### src/rtl/fcps_pkg.sv
package fcps_pkg;

  // Fixed field widths of the request, configuration and result channels
  localparam int FRAME_W    = 16;
  localparam int CHUNK_W    = 3;
  localparam int WORKER_W   = 4;
  localparam int CFG_IDX_W  = 2;
  localparam int CFG_DATA_W = 16;
  // Shared counter: slot reduction steps, exit tasks, render chunks
  localparam int CNT_W      = 4;

  // Request actions
  localparam logic [1:0] ACT_START        = 2'd0;
  localparam logic [1:0] ACT_RENDER_DONE  = 2'd1;
  localparam logic [1:0] ACT_DISPLAY_DONE = 2'd2;

  // Configuration register indexes
  localparam logic [CFG_IDX_W-1:0] CFG_FRAME_TOTAL  = 2'd0;
  localparam logic [CFG_IDX_W-1:0] CFG_WORKER_COUNT = 2'd1;

  typedef enum logic [1:0] {
    KIND_RENDER       = 2'd0,
    KIND_DISPLAY      = 2'd1,
    KIND_EXIT_WORKER  = 2'd2,
    KIND_EXIT_DISPLAY = 2'd3
  } task_kind_t;

  // Source of the next result loaded into the output register
  typedef enum logic [2:0] {
    SRC_EMPTY,
    SRC_RENDER,
    SRC_DISPLAY,
    SRC_EXIT_WORKER,
    SRC_EXIT_DISPLAY
  } src_t;

  typedef struct packed {
    logic load;
    logic mod_step;
    logic set_bit;
    logic check;
    logic clear_deps;
    logic cnt_clr;
    logic cnt_inc;
    logic emit;
    src_t src;
    logic last;
  } cmd_t;

  typedef struct packed {
    logic is_start;
    logic is_render;
    logic is_display;
    logic chunk_ok;
    logic mod_done;
    logic queue_go;
    logic exit_go;
    logic disp_go;
    logic disp_more;
    logic worker_last;
    logic worker_zero;
    logic render_last;
    logic out_free;
  } status_t;

endpackage

### src/rtl/fcps_datapath.sv
module fcps_datapath import fcps_pkg::*; #(
  parameter int CHUNKS     = 8,
  parameter int BUFFERS    = 3,
  parameter int FRAME_BITS = 16
) (
  input  logic                  clk,
  input  logic                  rst_n,
  input  cmd_t                  cmd,
  output status_t               status,
  input  logic [1:0]            in_action,
  input  logic [FRAME_W-1:0]    in_frame_number,
  input  logic [CHUNK_W-1:0]    in_chunk_index,
  input  logic                  cfg_valid,
  output logic                  cfg_ready,
  input  logic [CFG_IDX_W-1:0]  cfg_index,
  input  logic [CFG_DATA_W-1:0] cfg_data,
  output logic                  out_valid,
  input  logic                  out_stall,
  output logic [1:0]            out_task_kind,
  output logic [FRAME_W-1:0]    out_task_frame,
  output logic [CHUNK_W-1:0]    out_task_chunk,
  output logic                  out_task_valid,
  output logic                  out_last_task
);

  localparam int SLOTS  = 2 * BUFFERS;
  localparam int SLOT_W = $clog2(SLOTS);
  localparam int CMP_W  = (FRAME_BITS > FRAME_W) ? FRAME_BITS : FRAME_W;
  localparam int NF_W   = FRAME_W + 1;

  // Reciprocal of the slot count, exact for every frame number
  localparam int     RECIP_SH = FRAME_W + 5;
  localparam int     PROD_W   = FRAME_W + RECIP_SH;
  localparam longint RECIP_L  = ((longint'(1) << RECIP_SH) + longint'(SLOTS) - 1) /
                                longint'(SLOTS);

  localparam logic [SLOT_W:0]   SLOTS_X        = (SLOT_W+1)'(SLOTS);
  localparam logic [SLOT_W-1:0] SLOT_LAST      = SLOT_W'(SLOTS - 1);
  localparam logic [SLOT_W-1:0] BUF_SLOT       = SLOT_W'(BUFFERS);
  localparam logic [CHUNKS-1:0] FULL           = '1;
  localparam logic [CHUNKS-1:0] ONE            = CHUNKS'(1);
  localparam logic [CHUNK_W-1:0] CHUNK_LAST    = CHUNK_W'(CHUNKS - 1);
  localparam logic [CNT_W-1:0]  CNT_CHUNK_LAST = CNT_W'(CHUNKS - 1);
  localparam logic [CNT_W-1:0]  CNT_MOD_LAST   = CNT_W'(1);
  localparam logic [RECIP_SH-1:0] RECIP        = RECIP_SH'(RECIP_L);
  localparam logic [FRAME_W-1:0] SLOTS_F       = FRAME_W'(SLOTS);

  logic [1:0]            action_r;
  logic [FRAME_W-1:0]    frame_r;
  logic [CHUNK_W-1:0]    chunk_r;
  logic [FRAME_W-1:0]    quot_r;
  logic [SLOT_W-1:0]     slot_r;
  logic [CNT_W-1:0]      cnt_r;
  logic [FRAME_W-1:0]    render_frame_r;
  logic                  queue_r;
  logic [FRAME_W-1:0]    frame_total_r;
  logic [WORKER_W-1:0]   worker_count_r;
  logic [CHUNKS-1:0]     render_bits_r  [SLOTS];
  logic [CHUNKS-1:0]     display_bits_r [SLOTS];
  logic [FRAME_BITS-1:0] ptr_frame_r;
  logic [CHUNK_W-1:0]    ptr_chunk_r;
  logic                  out_valid_r;
  task_kind_t            out_kind_r;
  logic [FRAME_W-1:0]    out_frame_r;
  logic [CHUNK_W-1:0]    out_chunk_r;
  logic                  out_task_valid_r;
  logic                  out_last_r;

  logic                  is_render;
  logic [PROD_W-1:0]     prod;
  logic [FRAME_W-1:0]    quot_nxt;
  logic [FRAME_W-1:0]    rem_full;
  logic [SLOT_W-1:0]     slot_nxt;
  logic [SLOT_W-1:0]     inc_slot;
  logic [SLOT_W-1:0]     slot_nf;
  logic [SLOT_W-1:0]     prev_slot;
  logic [SLOT_W-1:0]     back_slot;
  logic [SLOT_W-1:0]     rd_addr;
  logic [NF_W-1:0]       nf;
  logic                  queue_now;
  logic [CHUNKS-1:0]     rbits;
  logic [CHUNKS-1:0]     rsh;
  logic [CHUNKS-1:0]     rsh_next;
  logic                  out_free;

  // Reduce a value below twice the slot count into a slot number
  function automatic logic [SLOT_W-1:0] wrap_slot(input logic [SLOT_W:0] v);
    logic [SLOT_W:0] r;
    r = (v >= SLOTS_X) ? (v - SLOTS_X) : v;
    return r[SLOT_W-1:0];
  endfunction

  assign is_render = (action_r == ACT_RENDER_DONE);

  // Quotient by reciprocal multiply, then remainder from the held quotient
  assign prod     = {{RECIP_SH{1'b0}}, frame_r} * {{FRAME_W{1'b0}}, RECIP};
  assign quot_nxt = prod[PROD_W-1:RECIP_SH];
  assign rem_full = frame_r - (quot_r * SLOTS_F);
  assign slot_nxt = rem_full[SLOT_W-1:0];

  // Slots of the next frame and of the two frames it depends on
  assign inc_slot  = is_render ? SLOT_W'(1) : BUF_SLOT;
  assign slot_nf   = wrap_slot({1'b0, slot_r} + {1'b0, inc_slot});
  assign prev_slot = (slot_nf == '0) ? SLOT_LAST : (slot_nf - SLOT_W'(1));
  assign back_slot = wrap_slot({1'b0, slot_nf} + {1'b0, BUF_SLOT});

  assign nf        = {1'b0, frame_r} + (is_render ? NF_W'(1) : NF_W'(BUFFERS));
  assign rd_addr   = cmd.check ? prev_slot : slot_r;
  assign rbits     = render_bits_r[rd_addr];
  assign queue_now = (nf < {1'b0, frame_total_r}) && (rbits == FULL) &&
                     (display_bits_r[back_slot] == FULL);

  // Display pointer lookahead on the event's slot
  assign rsh      = rbits >> ptr_chunk_r;
  assign rsh_next = rbits >> (ptr_chunk_r + CHUNK_W'(1));

  assign out_free = !out_valid_r || !out_stall;

  always_comb begin
    status             = '0;
    status.is_start    = (action_r == ACT_START);
    status.is_render   = is_render;
    status.is_display  = (action_r == ACT_DISPLAY_DONE);
    status.chunk_ok    = ({1'b0, chunk_r} < (CHUNK_W+1)'(CHUNKS));
    status.mod_done    = (cnt_r == CNT_MOD_LAST);
    status.queue_go    = queue_r;
    status.exit_go     = (({1'b0, frame_r} + NF_W'(1)) == {1'b0, frame_total_r}) &&
                         (chunk_r == CHUNK_LAST);
    status.disp_go     = (CMP_W'(ptr_frame_r) == CMP_W'(frame_r)) && rsh[0];
    status.disp_more   = (ptr_chunk_r != CHUNK_LAST) && rsh_next[0];
    status.worker_last = (((CNT_W+1)'(cnt_r) + (CNT_W+1)'(1)) ==
                          (CNT_W+1)'(worker_count_r));
    status.worker_zero = (worker_count_r == '0);
    status.render_last = (cnt_r == CNT_CHUNK_LAST);
    status.out_free    = out_free;
  end

  // Latch the request and run the slot reduction
  always_ff @(posedge clk) begin
    if (cmd.load) begin
      action_r <= in_action;
      frame_r  <= in_frame_number;
      chunk_r  <= in_chunk_index;
      slot_r   <= '0;
    end else if (cmd.mod_step) begin
      quot_r <= quot_nxt;
      slot_r <= slot_nxt;
    end
  end

  // Hold the queue decision and the frame to queue
  always_ff @(posedge clk) begin
    if (!rst_n) begin
      queue_r        <= 1'b0;
      render_frame_r <= '0;
    end else if (cmd.load) begin
      queue_r        <= 1'b0;
      render_frame_r <= '0;
    end else if (cmd.check) begin
      queue_r        <= queue_now;
      render_frame_r <= nf[FRAME_W-1:0];
    end
  end

  // Advance the shared counter
  always_ff @(posedge clk) begin
    if (!rst_n) begin
      cnt_r <= '0;
    end else if (cmd.load || cmd.cnt_clr) begin
      cnt_r <= '0;
    end else if (cmd.cnt_inc || cmd.mod_step) begin
      cnt_r <= cnt_r + CNT_W'(1);
    end
  end

  // Completion bitmaps: mark on events, drop dependencies on queueing
  always_ff @(posedge clk) begin
    if (!rst_n) begin
      for (int i = 0; i < SLOTS; i++) begin
        render_bits_r[i]  <= '0;
        display_bits_r[i] <= (i >= BUFFERS) ? FULL : '0;
      end
    end else begin
      if (cmd.set_bit) begin
        if (is_render) begin
          render_bits_r[slot_r] <= render_bits_r[slot_r] | (ONE << chunk_r);
        end else begin
          display_bits_r[slot_r] <= display_bits_r[slot_r] | (ONE << chunk_r);
        end
      end
      if (cmd.clear_deps) begin
        render_bits_r[prev_slot]  <= '0;
        display_bits_r[back_slot] <= '0;
      end
    end
  end

  // Advance the in-order display pointer
  always_ff @(posedge clk) begin
    if (!rst_n) begin
      ptr_frame_r <= '0;
      ptr_chunk_r <= '0;
    end else if (cmd.emit && (cmd.src == SRC_DISPLAY)) begin
      if (ptr_chunk_r == CHUNK_LAST) begin
        ptr_chunk_r <= '0;
        ptr_frame_r <= ptr_frame_r + FRAME_BITS'(1);
      end else begin
        ptr_chunk_r <= ptr_chunk_r + CHUNK_W'(1);
      end
    end
  end

  // Configuration registers
  assign cfg_ready = 1'b1;

  always_ff @(posedge clk) begin
    if (!rst_n) begin
      frame_total_r  <= FRAME_W'(10);
      worker_count_r <= WORKER_W'(4);
    end else if (cfg_valid) begin
      case (cfg_index)
        CFG_FRAME_TOTAL:  frame_total_r  <= cfg_data;
        CFG_WORKER_COUNT: worker_count_r <= cfg_data[WORKER_W-1:0];
        default: ;
      endcase
    end
  end

  // Output register
  always_ff @(posedge clk) begin
    if (!rst_n) begin
      out_valid_r <= 1'b0;
    end else if (cmd.emit) begin
      out_valid_r <= 1'b1;
    end else if (!out_stall) begin
      out_valid_r <= 1'b0;
    end
  end

  always_ff @(posedge clk) begin
    if (cmd.emit) begin
      out_last_r <= cmd.last;
      case (cmd.src)
        SRC_RENDER: begin
          out_kind_r       <= KIND_RENDER;
          out_frame_r      <= render_frame_r;
          out_chunk_r      <= cnt_r[CHUNK_W-1:0];
          out_task_valid_r <= 1'b1;
        end
        SRC_DISPLAY: begin
          out_kind_r       <= KIND_DISPLAY;
          out_frame_r      <= frame_r;
          out_chunk_r      <= ptr_chunk_r;
          out_task_valid_r <= 1'b1;
        end
        SRC_EXIT_WORKER: begin
          out_kind_r       <= KIND_EXIT_WORKER;
          out_frame_r      <= '0;
          out_chunk_r      <= '0;
          out_task_valid_r <= 1'b1;
        end
        SRC_EXIT_DISPLAY: begin
          out_kind_r       <= KIND_EXIT_DISPLAY;
          out_frame_r      <= '0;
          out_chunk_r      <= '0;
          out_task_valid_r <= 1'b1;
        end
        default: begin
          out_kind_r       <= KIND_RENDER;
          out_frame_r      <= '0;
          out_chunk_r      <= '0;
          out_task_valid_r <= 1'b0;
        end
      endcase
    end
  end

  assign out_valid      = out_valid_r;
  assign out_task_kind  = out_kind_r;
  assign out_task_frame = out_frame_r;
  assign out_task_chunk = out_chunk_r;
  assign out_task_valid = out_task_valid_r;
  assign out_last_task  = out_last_r;

endmodule

### src/rtl/fcps_ctrl.sv
module fcps_ctrl import fcps_pkg::*; (
  input  logic    clk,
  input  logic    rst_n,
  input  logic    in_valid,
  output logic    in_stall,
  input  status_t status,
  output cmd_t    cmd
);

  typedef enum logic [3:0] {
    ST_IDLE,
    ST_DECODE,
    ST_MOD,
    ST_SET,
    ST_CHECK,
    ST_DECIDE,
    ST_DISP,
    ST_EXIT_W,
    ST_EXIT_D,
    ST_CLEAR,
    ST_RENDER,
    ST_EMPTY
  } state_t;

  state_t state_r;
  state_t state_nxt;

  assign in_stall = (state_r != ST_IDLE);

  // Sequence one request through its phases
  always_comb begin
    cmd       = '0;
    cmd.src   = SRC_EMPTY;
    state_nxt = state_r;
    case (state_r)
      ST_IDLE: begin
        if (in_valid) begin
          cmd.load  = 1'b1;
          state_nxt = ST_DECODE;
        end
      end
      ST_DECODE: begin
        if (status.is_start) begin
          state_nxt = ST_RENDER;
        end else if ((status.is_render || status.is_display) && status.chunk_ok) begin
          state_nxt = ST_MOD;
        end else begin
          state_nxt = ST_EMPTY;
        end
      end
      ST_MOD: begin
        cmd.mod_step = 1'b1;
        if (status.mod_done) begin
          state_nxt = ST_SET;
        end
      end
      ST_SET: begin
        cmd.set_bit = 1'b1;
        state_nxt   = ST_CHECK;
      end
      ST_CHECK: begin
        cmd.check   = 1'b1;
        cmd.cnt_clr = 1'b1;
        state_nxt   = ST_DECIDE;
      end
      ST_DECIDE: begin
        if (status.is_render) begin
          if (status.disp_go) begin
            state_nxt = ST_DISP;
          end else if (status.queue_go) begin
            state_nxt = ST_CLEAR;
          end else begin
            state_nxt = ST_EMPTY;
          end
        end else if (status.exit_go) begin
          state_nxt = status.worker_zero ? ST_EXIT_D : ST_EXIT_W;
        end else if (status.queue_go) begin
          state_nxt = ST_CLEAR;
        end else begin
          state_nxt = ST_EMPTY;
        end
      end
      ST_DISP: begin
        if (status.out_free) begin
          cmd.emit = 1'b1;
          cmd.src  = SRC_DISPLAY;
          cmd.last = !status.disp_more && !status.queue_go;
          if (status.disp_more) begin
            state_nxt = ST_DISP;
          end else if (status.queue_go) begin
            state_nxt = ST_CLEAR;
          end else begin
            state_nxt = ST_IDLE;
          end
        end
      end
      ST_EXIT_W: begin
        if (status.out_free) begin
          cmd.emit    = 1'b1;
          cmd.src     = SRC_EXIT_WORKER;
          cmd.cnt_inc = 1'b1;
          if (status.worker_last) begin
            state_nxt = ST_EXIT_D;
          end
        end
      end
      ST_EXIT_D: begin
        if (status.out_free) begin
          cmd.emit  = 1'b1;
          cmd.src   = SRC_EXIT_DISPLAY;
          cmd.last  = !status.queue_go;
          state_nxt = status.queue_go ? ST_CLEAR : ST_IDLE;
        end
      end
      ST_CLEAR: begin
        cmd.clear_deps = 1'b1;
        cmd.cnt_clr    = 1'b1;
        state_nxt      = ST_RENDER;
      end
      ST_RENDER: begin
        if (status.out_free) begin
          cmd.emit    = 1'b1;
          cmd.src     = SRC_RENDER;
          cmd.cnt_inc = 1'b1;
          cmd.last    = status.render_last;
          if (status.render_last) begin
            state_nxt = ST_IDLE;
          end
        end
      end
      ST_EMPTY: begin
        if (status.out_free) begin
          cmd.emit  = 1'b1;
          cmd.src   = SRC_EMPTY;
          cmd.last  = 1'b1;
          state_nxt = ST_IDLE;
        end
      end
      default: begin
        state_nxt = ST_IDLE;
      end
    endcase
  end

  always_ff @(posedge clk) begin
    if (!rst_n) begin
      state_r <= ST_IDLE;
    end else begin
      state_r <= state_nxt;
    end
  end

endmodule

### src/rtl/frame_chunk_pipeline_scheduler_top.sv
// Flow: start and rejected requests go from decode straight to their results; render-done and
// display-done pass through decode, reciprocal slot reduction, bitmap update, dependency check and
// decision, plus a clear step when a frame is queued and its dependencies cleared.
// Throughput: one result per cycle while out_stall is low, apart from the clear step; the input stays
// stalled until a request has issued all its results, so a new request is taken only after that.
// Reset (rst_n, synchronous, active low) restores bitmaps, display pointer and config defaults.
module frame_chunk_pipeline_scheduler_top import fcps_pkg::*; #(
  parameter int CHUNKS     = 8,
  parameter int BUFFERS    = 3,
  parameter int FRAME_BITS = 16
) (
  input  logic                  clk,
  input  logic                  rst_n,
  input  logic                  in_valid,
  output logic                  in_stall,
  input  logic [1:0]            in_action,
  input  logic [FRAME_W-1:0]    in_frame_number,
  input  logic [CHUNK_W-1:0]    in_chunk_index,
  input  logic                  cfg_valid,
  output logic                  cfg_ready,
  input  logic [CFG_IDX_W-1:0]  cfg_index,
  input  logic [CFG_DATA_W-1:0] cfg_data,
  output logic                  out_valid,
  input  logic                  out_stall,
  output logic [1:0]            out_task_kind,
  output logic [FRAME_W-1:0]    out_task_frame,
  output logic [CHUNK_W-1:0]    out_task_chunk,
  output logic                  out_task_valid,
  output logic                  out_last_task
);

  cmd_t    cmd;
  status_t status;

  fcps_ctrl u_ctrl (
    .clk      (clk),
    .rst_n    (rst_n),
    .in_valid (in_valid),
    .in_stall (in_stall),
    .status   (status),
    .cmd      (cmd)
  );

  fcps_datapath #(
    .CHUNKS     (CHUNKS),
    .BUFFERS    (BUFFERS),
    .FRAME_BITS (FRAME_BITS)
  ) u_datapath (
    .clk             (clk),
    .rst_n           (rst_n),
    .cmd             (cmd),
    .status          (status),
    .in_action       (in_action),
    .in_frame_number (in_frame_number),
    .in_chunk_index  (in_chunk_index),
    .cfg_valid       (cfg_valid),
    .cfg_ready       (cfg_ready),
    .cfg_index       (cfg_index),
    .cfg_data        (cfg_data),
    .out_valid       (out_valid),
    .out_stall       (out_stall),
    .out_task_kind   (out_task_kind),
    .out_task_frame  (out_task_frame),
    .out_task_chunk  (out_task_chunk),
    .out_task_valid  (out_task_valid),
    .out_last_task   (out_last_task)
  );

endmodule

### config.mk
export PLATFORM = sky130hd
export DESIGN_NAME = frame_chunk_pipeline_scheduler_top
export DESIGN_NICKNAME = d
export VERILOG_FILES = /design/src/rtl/fcps_pkg.sv /design/src/rtl/fcps_datapath.sv /design/src/rtl/fcps_ctrl.sv /design/src/rtl/frame_chunk_pipeline_scheduler_top.sv
export SDC_FILE = /design/constraint.sdc
export NUM_CORES = 1
export LEC_CHECK = 0
export ABC_AREA = 0
export BUFFER_PORTS_ARGS = -buffer_cell sky130_fd_sc_hd__buf_2
export CAP_MARGIN = 20
export CELL_PAD_IN_SITES_DETAIL_PLACEMENT = 1
export CELL_PAD_IN_SITES_GLOBAL_PLACEMENT = 1
export CORE_UTILIZATION = 46
export CTS_CLUSTER_SIZE = 12
export DETAILED_ROUTE_END_ITERATION = 6
export GPL_ROUTABILITY_DRIVEN = 0
export HOLD_SLACK_MARGIN = 0.06
export PLACE_DENSITY = 0.77
export SLEW_MARGIN = 10
export SYNTH_ARGS = -nofsm -noshare
export SYNTH_HDL_FRONTEND = slang
export SYNTH_SLANG_ARGS = --single-unit
### constraint.sdc
create_clock -name clk -period 5.35 [get_ports clk]
set_clock_uncertainty 0.1 [all_clocks]
set_input_delay 0.2675 -clock clk [delete_from_list [all_inputs] [get_ports clk]]
set_output_delay 0.2675 -clock clk [all_outputs]
set_load 0.05 [all_outputs]
; ---- Word level (Yosys, flattened, before mapping)
; Memories as Yosys holds them, arrays and structs flattened. A register that Yosys moved wholly into a read port is not among the register bits.
; Index checks and enable logic that the tools add are counted.
[op_classes]
n_shift = 3
bitwise_logic = 4
n_reduce_logical = 34
addsub = 12
eq_ne = 38
n_mux = 75
magnitude_cmp = 3
mul = 2
n_div = 0
[ops]
columns = operator, count
row1 = 4-bit two-way mux, 17
row2 = 4-bit case mux with 12 select lines, 1
row3 = 3-bit two-way mux, 13
row4 = "16-bit by 18-bit multiplier with 34-bit output, second input constant", 1
row5 = 8-bit two-way mux, 4
row6 = 16-bit case mux with 2 select lines, 1
row7 = 8-bit OR reduction, 4
row8 = 1-bit two-way mux, 26
row9 = "4-bit by 3-bit == test with 1-bit output, second input constant", 5
row10 = 5-bit two-way mux, 4
row11 = 4-bit case mux with 5 select lines, 1
row12 = "16-bit by 1-bit adder with 17-bit output, second input constant", 1
row13 = 16-bit by 2-bit adder with 17-bit output, 1
row14 = 17-bit by 16-bit == test with 1-bit output, 1
row15 = 17-bit by 16-bit less-than comparator with 1-bit output, 1
row16 = "16-bit by 1-bit adder with 16-bit output, second input constant", 1
row17 = 16-bit == test, 1
row18 = "4-bit == test, second input constant", 4
row19 = "8-bit == test, second input constant", 2
row20 = 8-bit bitwise OR, 2
row21 = 8-bit by 3-bit right shift with 1-bit output, 2
row22 = "14-bit by 2-bit multiplier with 2-bit output, second input constant", 1
row23 = "2-bit by 1-bit inequality test with 1-bit output, second input constant", 7
row24 = "3-bit == test, second input constant", 3
row25 = other kinds (37), 67
[totals]
input_bits = 44
reg_bits = 126
mem_count = 2
latchBits = 0
romBits = 0
ramBits = 96
elab_cells = 192
output_inout_bits = 26
[memory_table]
columns = name, depth, width, read_ports, rd_clocked_by_memory_dff, wr, line_no
row1 = u_datapath.display_bits_r, 6, 8, 2, 1, 6, fcps_datapath.sv:59  ; logic [CHUNKS-1:0] display_bits_r [SLOTS];
row2 = u_datapath.render_bits_r, 6, 8, 2, 1, 6, fcps_datapath.sv:58  ; logic [CHUNKS-1:0] render_bits_r [SLOTS];

; ---- Longest topological paths before layout
; Gate-level depths: netlist of the first run.
; An unclocked memory read counts as a cell.
[logic_depth]
ltp_word = 18
mapped_depth = 23
mapped_depth_nobuf = 22

; ---- Hierarchy
; Synthesis of the first run repeated with hierarchy kept, for this count alone.
[hier_totals]
cells_unflattened = 1702
hier_area_um2 = 16027.9
[modules_own_cells]
columns = module, cells_each, area_each_um2, seq_area_each_um2, n_inst
row1 = fcps_datapath, 1618, 15453.6, 5285.1, 1
row2 = fcps_ctrl, 84, 574.3, 80.1, 1

; ---- Worst setup path after synthesis of the first run
; Ideal clock, no wire load.
[synth_path]
path_type = reg-to-reg
startpoint = register u_datapath.frame_r[1]
endpoint = register u_datapath.quot_r[1] (data pin)
arrival_time_ps = 4862
required_ps = 4990
setup_time_ps = 260
n_path_buf = 0
period_less_slack_ps = 5222
path_slack_ps = 128
stages_incl_launch_ff = 19
path_cell_list = edfxtp_1 ha_1 inv_1 fa_1 fa_1 fa_1 inv_1 fa_1 fa_1 ha_1 a21o_1 a21o_1 a21o_1 a21oi_1 nor2b_1 o21ai_0 o2111ai_1 a21oi_1 xnor2_1
[synth_between]
elab_chain_len = 1
[synth_lines]
columns = element, line_no
row1 = "start, declared", fcps_datapath.sv:49  ; logic [FRAME_W-1:0] frame_r;
row2 = "start signal, assigned", fcps_datapath.sv:142  ; frame_r <= in_frame_number;
row3 = 16-bit by 18-bit multiplier with 34-bit output, fcps_datapath.sv:96  ; assign prod = {{RECIP_SH{1'b0}}, frame_r} * {{FRAME_W{1'b0}}, RECIP};
row4 = named net u_datapath.prod[22], fcps_datapath.sv:70  ; logic [PROD_W-1:0] prod;
row5 = "end signal, assigned", fcps_datapath.sv:146  ; quot_r <= quot_nxt;
row6 = "end, declared", fcps_datapath.sv:51  ; logic [FRAME_W-1:0] quot_r;
; The timed path passes the listed nets, and every way through them passes these cells.
; A chain may end at the register's enable or synchronous reset.

; ---- Worst setup path in the final report of the first run
[layout_path]
startpoint = register u_datapath.frame_r[3]
endpoint = register u_datapath.quot_r[1] (data pin)
; The elaborated chain is that of the path after synthesis.

==> flow_summary.toml, run 1 <==
[clock_tree]
clk_pin_slew_ps = 60
cts_tree = "done"
clock_latency_ps = 570
cts_sinks = 245
cts-root-buf = "clkbuf_16"
numCtsBuffers = 28
htree_num_levels = 1
clock_path_buffers = 3

[global_routing]
grt_max_degree = 47
antenna_found_initial = 0
first_global_vias = 13447
grtUsageTotal_pct = 27.6
grt_pass1_wl_um = 76800
grt-ovfl-total = 0

[min_path]
hp-class = "in -> reg"

[layout]
layout.nets = 1867
area_growth_pct = 15.4
antenna_cells = 0
layout-drive-gt1-share_pct = 16.4
ff_latch_area_um2 = 6650
fillers = 3705
utilization_pct = 54.2
instances_no_fill = 2136
multi_input_area_um2 = 8860

[detailed_routing]
drtIter0Drc = 999
wire_per_inst_um = 23.2
firstDrtPassIters = 6
viasPerCell = 5.91
num_vias = 12623
detail-route-antenna-nets = 0
drc_errors = 0
drt-total-wl_um = 49400

[sta]
setup_viol = 0
max_slew_margin_pct = 50.2
fmax_ghz = 0.187
slew_violations = 0
tns_ps = 0
finalCriticalPeriod_ps = 5330
fin_crit_sh_pct = 99.7
rsz0062_at_grt = "yes"
worst_slew_pin_slew_ps = 744
hold_viol = 0

[critical_path]
reg2reg_slack_ps = 20
cpMaxStageDelayCell = "fa_2"
path_max_fanout = 2
worstPathRequired_ps = 5560
crit_chain = "ha_4, inv_4, fa_2, fa_1, fa_1, inv_2, fa_1, fa_1, ha_4, a21o_1, a21o_1, a21o_1, a21oi_2, nor2b_1, o21ai_2, o2111ai_2, a21oi_2, xnor2_1"
cp_slowest_stage_delay_ps = 600
end_kind = "flop"
crit_type = "reg -> reg"
crit_path_start_kind = "flop"
worstPathArrival_ps = 5550
cpMostUsedCell = "fa_1"

[die]
fp.dieH_um = 191
start_util_pct = 47.0
pin_count = 70
rows = 68
core-area_um2 = 34800
die_w_um = 191
dieArea_um2 = 36300

[power]
irDropWorstVdd_mv = 0.744
combPwrFrac_pct = 68.4
sw_frac_of_total_pct = 44.8
powerDensity_nw_per_um2 = 730
p_switching_w = 0.00617
internal_power_w = 0.00760
pwr-share-seq_pct = 17.7
p_clk_share_pct = 13.9
power.leakage_nw = 7.46

[synth]
syn_area_per_cell_um2 = 10.8
async_flop_share_pct = 0
syn_nets = 1728
netlist.area_leader.share_pct = 31.9
synth-seq-cells = 245
yosys.cell_count.top_type = "edfxtp_1"
ys.flop_type = "edfxtp_1"
synth_cell_type_count = 81
yosysSeqAreaShare_pct = 40.6
yosys_warnings = 0
yosysTopAreaCell = "edfxtp_1"
synth_area_um2 = 16400
synthCells = 1521
synth_common_cells = "edfxtp_1, nor2_1, inv_1"
synth_edf_count = 174
ys_top_cells_by_area = "edfxtp_1, dfxtp_1, ha_1"

[flow_run]
drv_cap = 0

[placement]
io_buffers = 68
dp_cells = 2031
dp_hpwl_um = 35900

[status]
status = "complete, no violations"
## power by group through the flow
stage	Sequential, W	Combinational (W)	Clock (W)
floorplan	0.00246	0.00629	0
global placement	0.00246	0.00823	0
detailed placement	0.00247	0.00871	0
CTS	0.00243	0.00901	0.00193
global route	0.00245	0.0106	0.00200
finish	0.00244	0.00942	0.00192
## through the flow
| step | instance area, um2 | hold WS, ps | setup WS, ps | total power (W) |
|---|---|---|---|---|
| 2_1_floorplan | 16400 | 266 | 128 | 0.00875 |
| 3_3_place_gp | 17400 | 344 | 51.8 | 0.0107 |
| 3_5_place_dp | 17400 | 346 | -161 | 0.0112 |
| 4_1_cts | 18700 | 147 | 0.592 | 0.0134 |
| 5_1_grt | 18900 | 173 | -164 | 0.0151 |
| 6_report | 18900 | 158 | 15.4 | 0.0138 |
## sequential cells by signal, indices dropped and copies added (netlist names), 2 cells and up, named ones only
register,count
u_ctrl.state_r,4
u_datapath.action_r,2
u_datapath.chunk_r,3
u_datapath.cnt_r,4
u_datapath.display_bits_r,64
u_datapath.frame_r,16
u_datapath.frame_total_r,16
u_datapath.out_task_chunk,3
u_datapath.out_task_frame,16
u_datapath.out_task_kind,2
u_datapath.ptr_chunk_r,3
u_datapath.ptr_frame_r,16
u_datapath.quot_r,2
u_datapath.render_bits_r,64
u_datapath.render_frame_r,16
u_datapath.slot_r,3
u_datapath.worker_count_r,4
## logic make-up after synthesis
kind of cell,after synthesis,share of synthesized area (%)
mux,109,10.2
simple gates,482,14.3
xor+xnor,89,4.77
compound gates,204,9.26
fa+ha+maj,163,15.2
buf+inv,228,5.63
flops,245,40.6
other cells,1,0.0229
## placed cells by master, fill, tap and decap left out, drive strengths merged, types with 44 or more instances in the layout
master and n:
edfxtp 174, inv 156, nor2 154, buf 142, nand2 115, ha 103
dfxtp 71, xnor2 66, fa 60, mux2i 56, nand3 45, mux4 44
## area by class of cell
| cell class | count | share of cell area, % |
|---|---|---|
| multi-input combinational | 1048 | 47.0 |
| clock inverter | 14 | 0.775 |
| sequential | 245 | 35.2 |
| inverter | 156 | 3.13 |
| clock buffer | 37 | 4.06 |
| timing repair buffer | 181 | 6.84 |
| tap | 455 | 3.02 |
## critical path, delay by kind of cell, from the launching register on
| family | cells | cell delay (ps) |
|---|---|---|
| fa+ha+maj | 7 | 3200 |
| compound gates | 7 | 1070 |
| flops | 1 | 470 |
| buf+inv | 2 | 90 |
| xor+xnor | 1 | 80 |
| simple gates | 1 | 70 |
## routing by layer
metal  part of all wire (%)  track usage (%)  wire length [um]  vias up
li1                       -                -                 -     5693
met1                     44             37.3             21600     6462
met2                     49             46.6             24100      400
met3                    5.3             3.24              2640       68
met4                    2.2             7.51              1100        0
met5                      0                0                 0        -
## path summary, 6_finish.rpt
check,depth (start not counted),endpoint,startpoint
max reg2reg,18,u_datapath.quot_r[1],u_datapath.frame_r[3]
max,18,u_datapath.quot_r[1],u_datapath.frame_r[3]
min reg2reg,2,u_datapath.render_frame_r[2],u_datapath.render_frame_r[2]
min,5,u_datapath.frame_total_r[11],cfg_index[1]
## what timing repair did
action                                  4_1_cts  5_1_grt
endpoints found under the hold margin        43        0
endpoints found under the setup margin        2        8
hold buffers                                 39        0
setup buffers                                 1       12
gates resized for setup                       4       13
pin swaps                                     3       16
cloned                                        0        0
No activity file was read; power rests on OpenSTA's default activity.
==> run 2: changes to the inputs <==
- CTS_BUF_LIST: unset -> sky130_fd_sc_hd__clkbuf_8 sky130_fd_sc_hd__clkbuf_16
==> run 2 against run 1 <==
  * Power barely moved
  * Clock-buffer cell count fell by 7
  * Setup slack improved by 4.3 ps
  * Core utilization did not move
  * Die area unchanged
  * Largest power group unchanged
==> flow_summary.toml, run 2 (same netlist as run 1, synthesis figures left out) <==
[die]
rows = 68
dieArea_um2 = 36300
start_util_pct = 47.0
die_w_um = 191
pin_count = 70
fp.dieH_um = 191
core-area_um2 = 34800

[detailed_routing]
viasPerCell = 5.90
firstDrtPassIters = 7
detail-route-antenna-nets = 0
drtIter0Drc = 1004
wire_per_inst_um = 23.2
num_vias = 12600
drt-total-wl_um = 49500
drc_errors = 0

[placement]
dp_hpwl_um = 35900
dpl_cell_area_um2 = 17400
dp_cells = 2031
io_buffers = 68

[critical_path]
end_kind = "flop"
worstPathArrival_ps = 5550
worstPathRequired_ps = 5570
path_max_fanout = 2
crit_type = "reg -> reg"
reg2reg_depth = 18
crit_path_start_kind = "flop"

[layout]
layout_commonest_cell = "edfxtp_1"
antenna_cells = 0
final_cell_mix = "edfxtp_1, inv_1, nor2_1, nand2_1, ha_1"
area_growth_pct = 15.4
instances_no_fill = 2136
reg_top3 = "u_datapath.display_bits_r x64, u_datapath.render_bits_r x64"
layout.nets = 1867
layout-drive-gt1-share_pct = 16.4
fin_area_um2 = 18900

[min_path]
hp-class = "in -> reg"
min_path_cells = 5

[power]
p_switching_w = 0.00617
combPwrFrac_pct = 68.4
power.leakage_nw = 7.49
pwr-share-seq_pct = 17.7
finalPower_w = 0.0138
internal_power_w = 0.00759
sw_frac_of_total_pct = 44.9
powerDensity_nw_per_um2 = 729
irDropWorstVdd_mv = 0.745
p_clk_share_pct = 13.8

[sta]
setup_viol = 0
fin_crit_sh_pct = 99.6
worst_slew_pin_slew_ps = 753
hold_viol = 0
fmax_ghz = 0.188
finalCriticalPeriod_ps = 5330
max_slew_margin_pct = 49.6
slew_violations = 0
rsz0062_at_grt = "yes"
hold_ws_ps = 160

[global_routing]
first_global_vias = 13452
grt_max_degree = 47
grt-ovfl-total = 0
grtUsageTotal_pct = 27.6
grt_pass1_wl_um = 76800
antenna_found_initial = 0

[clock_tree]
cts_sinks = 245
numCtsBuffers = 28
cts-root-buf = "clkbuf_16"
clk_pin_slew_ps = 60
cts_tree = "done"
clock_latency_ps = 580
htree_num_levels = 1
clock_path_buffers = 3

[status]
status = "complete, no violations"

[flow_run]
drv_cap = 0
==> run 2: repair_timing <==
item,4_1_cts,5_1_grt
hold buffers,39,0
pin swaps,3,16
buffers inserted,1,12
hold endpoints to repair,43,0
gates resized for setup,4,13
endpoints found under the setup margin,2,8
==> run 2: final cells by class <==
class	instances	area, um2
Inverter	156	591
Fill cell	3705	15900
Clock inverter	21	173
Timing Repair Buffer	181	1290
Multi-Input combinational cell	1048	8860
Clock buffer	30	739
Sequential cell	245	6650
Tap cell	455	569
==> run 2: per-layer routing <==
layer | up-vias | GRT usage [%] | share of wire (%)
met5 | - | 0 | 0
li1 | 5694 | - | -
met1 | 6408 | 37.3 | 44
met3 | 67 | 3.24 | 5.4
met4 | 0 | 7.51 | 2.2
met2 | 431 | 46.7 | 49
==> run 2: critical path, cell delays in order, from the launching register on <==
cell and delay [ps]:
edfxtp_1 470, ha_4 330, inv_4 40, fa_2 600, fa_1 450, fa_1 540
inv_2 50, fa_1 570, fa_1 470, ha_4 240, a21o_1 150, a21o_1 150
a21o_1 160, a21oi_2 120, nor2b_1 70, o21ai_2 160, o2111ai_2 150, a21oi_2 180
xnor2_1 80
==> run 2: power by group through the flow <==
stage | clock network, W | registers (W) | logic (W)
floorplan | 0 | 0.00246 | 0.00629
global placement | 0 | 0.00246 | 0.00823
detailed placement | 0 | 0.00247 | 0.00871
CTS | 0.00192 | 0.00243 | 0.00901
global route | 0.00199 | 0.00245 | 0.0106
finish | 0.00190 | 0.00244 | 0.00942
==> run 2: final timing paths <==
path,from,to,slack [ps]
setup / recovery,u_datapath.frame_r[3],u_datapath.quot_r[1],20
hold / removal,cfg_index[1],u_datapath.frame_total_r[11],160
setup reg to reg,u_datapath.frame_r[3],u_datapath.quot_r[1],20
hold reg to reg,u_datapath.render_frame_r[2],u_datapath.render_frame_r[2],360
==> run 2: stage by stage <==
step	util, %	TNS, ps	setup WS (ps)
2_1_floorplan	-	0	128
3_3_place_gp	50.0	0	51.8
3_5_place_dp	50.0	-215	-161
4_1_cts	53.8	0	0.592
5_1_grt	54.2	-264	-164
6_report	54.2	0	19.7
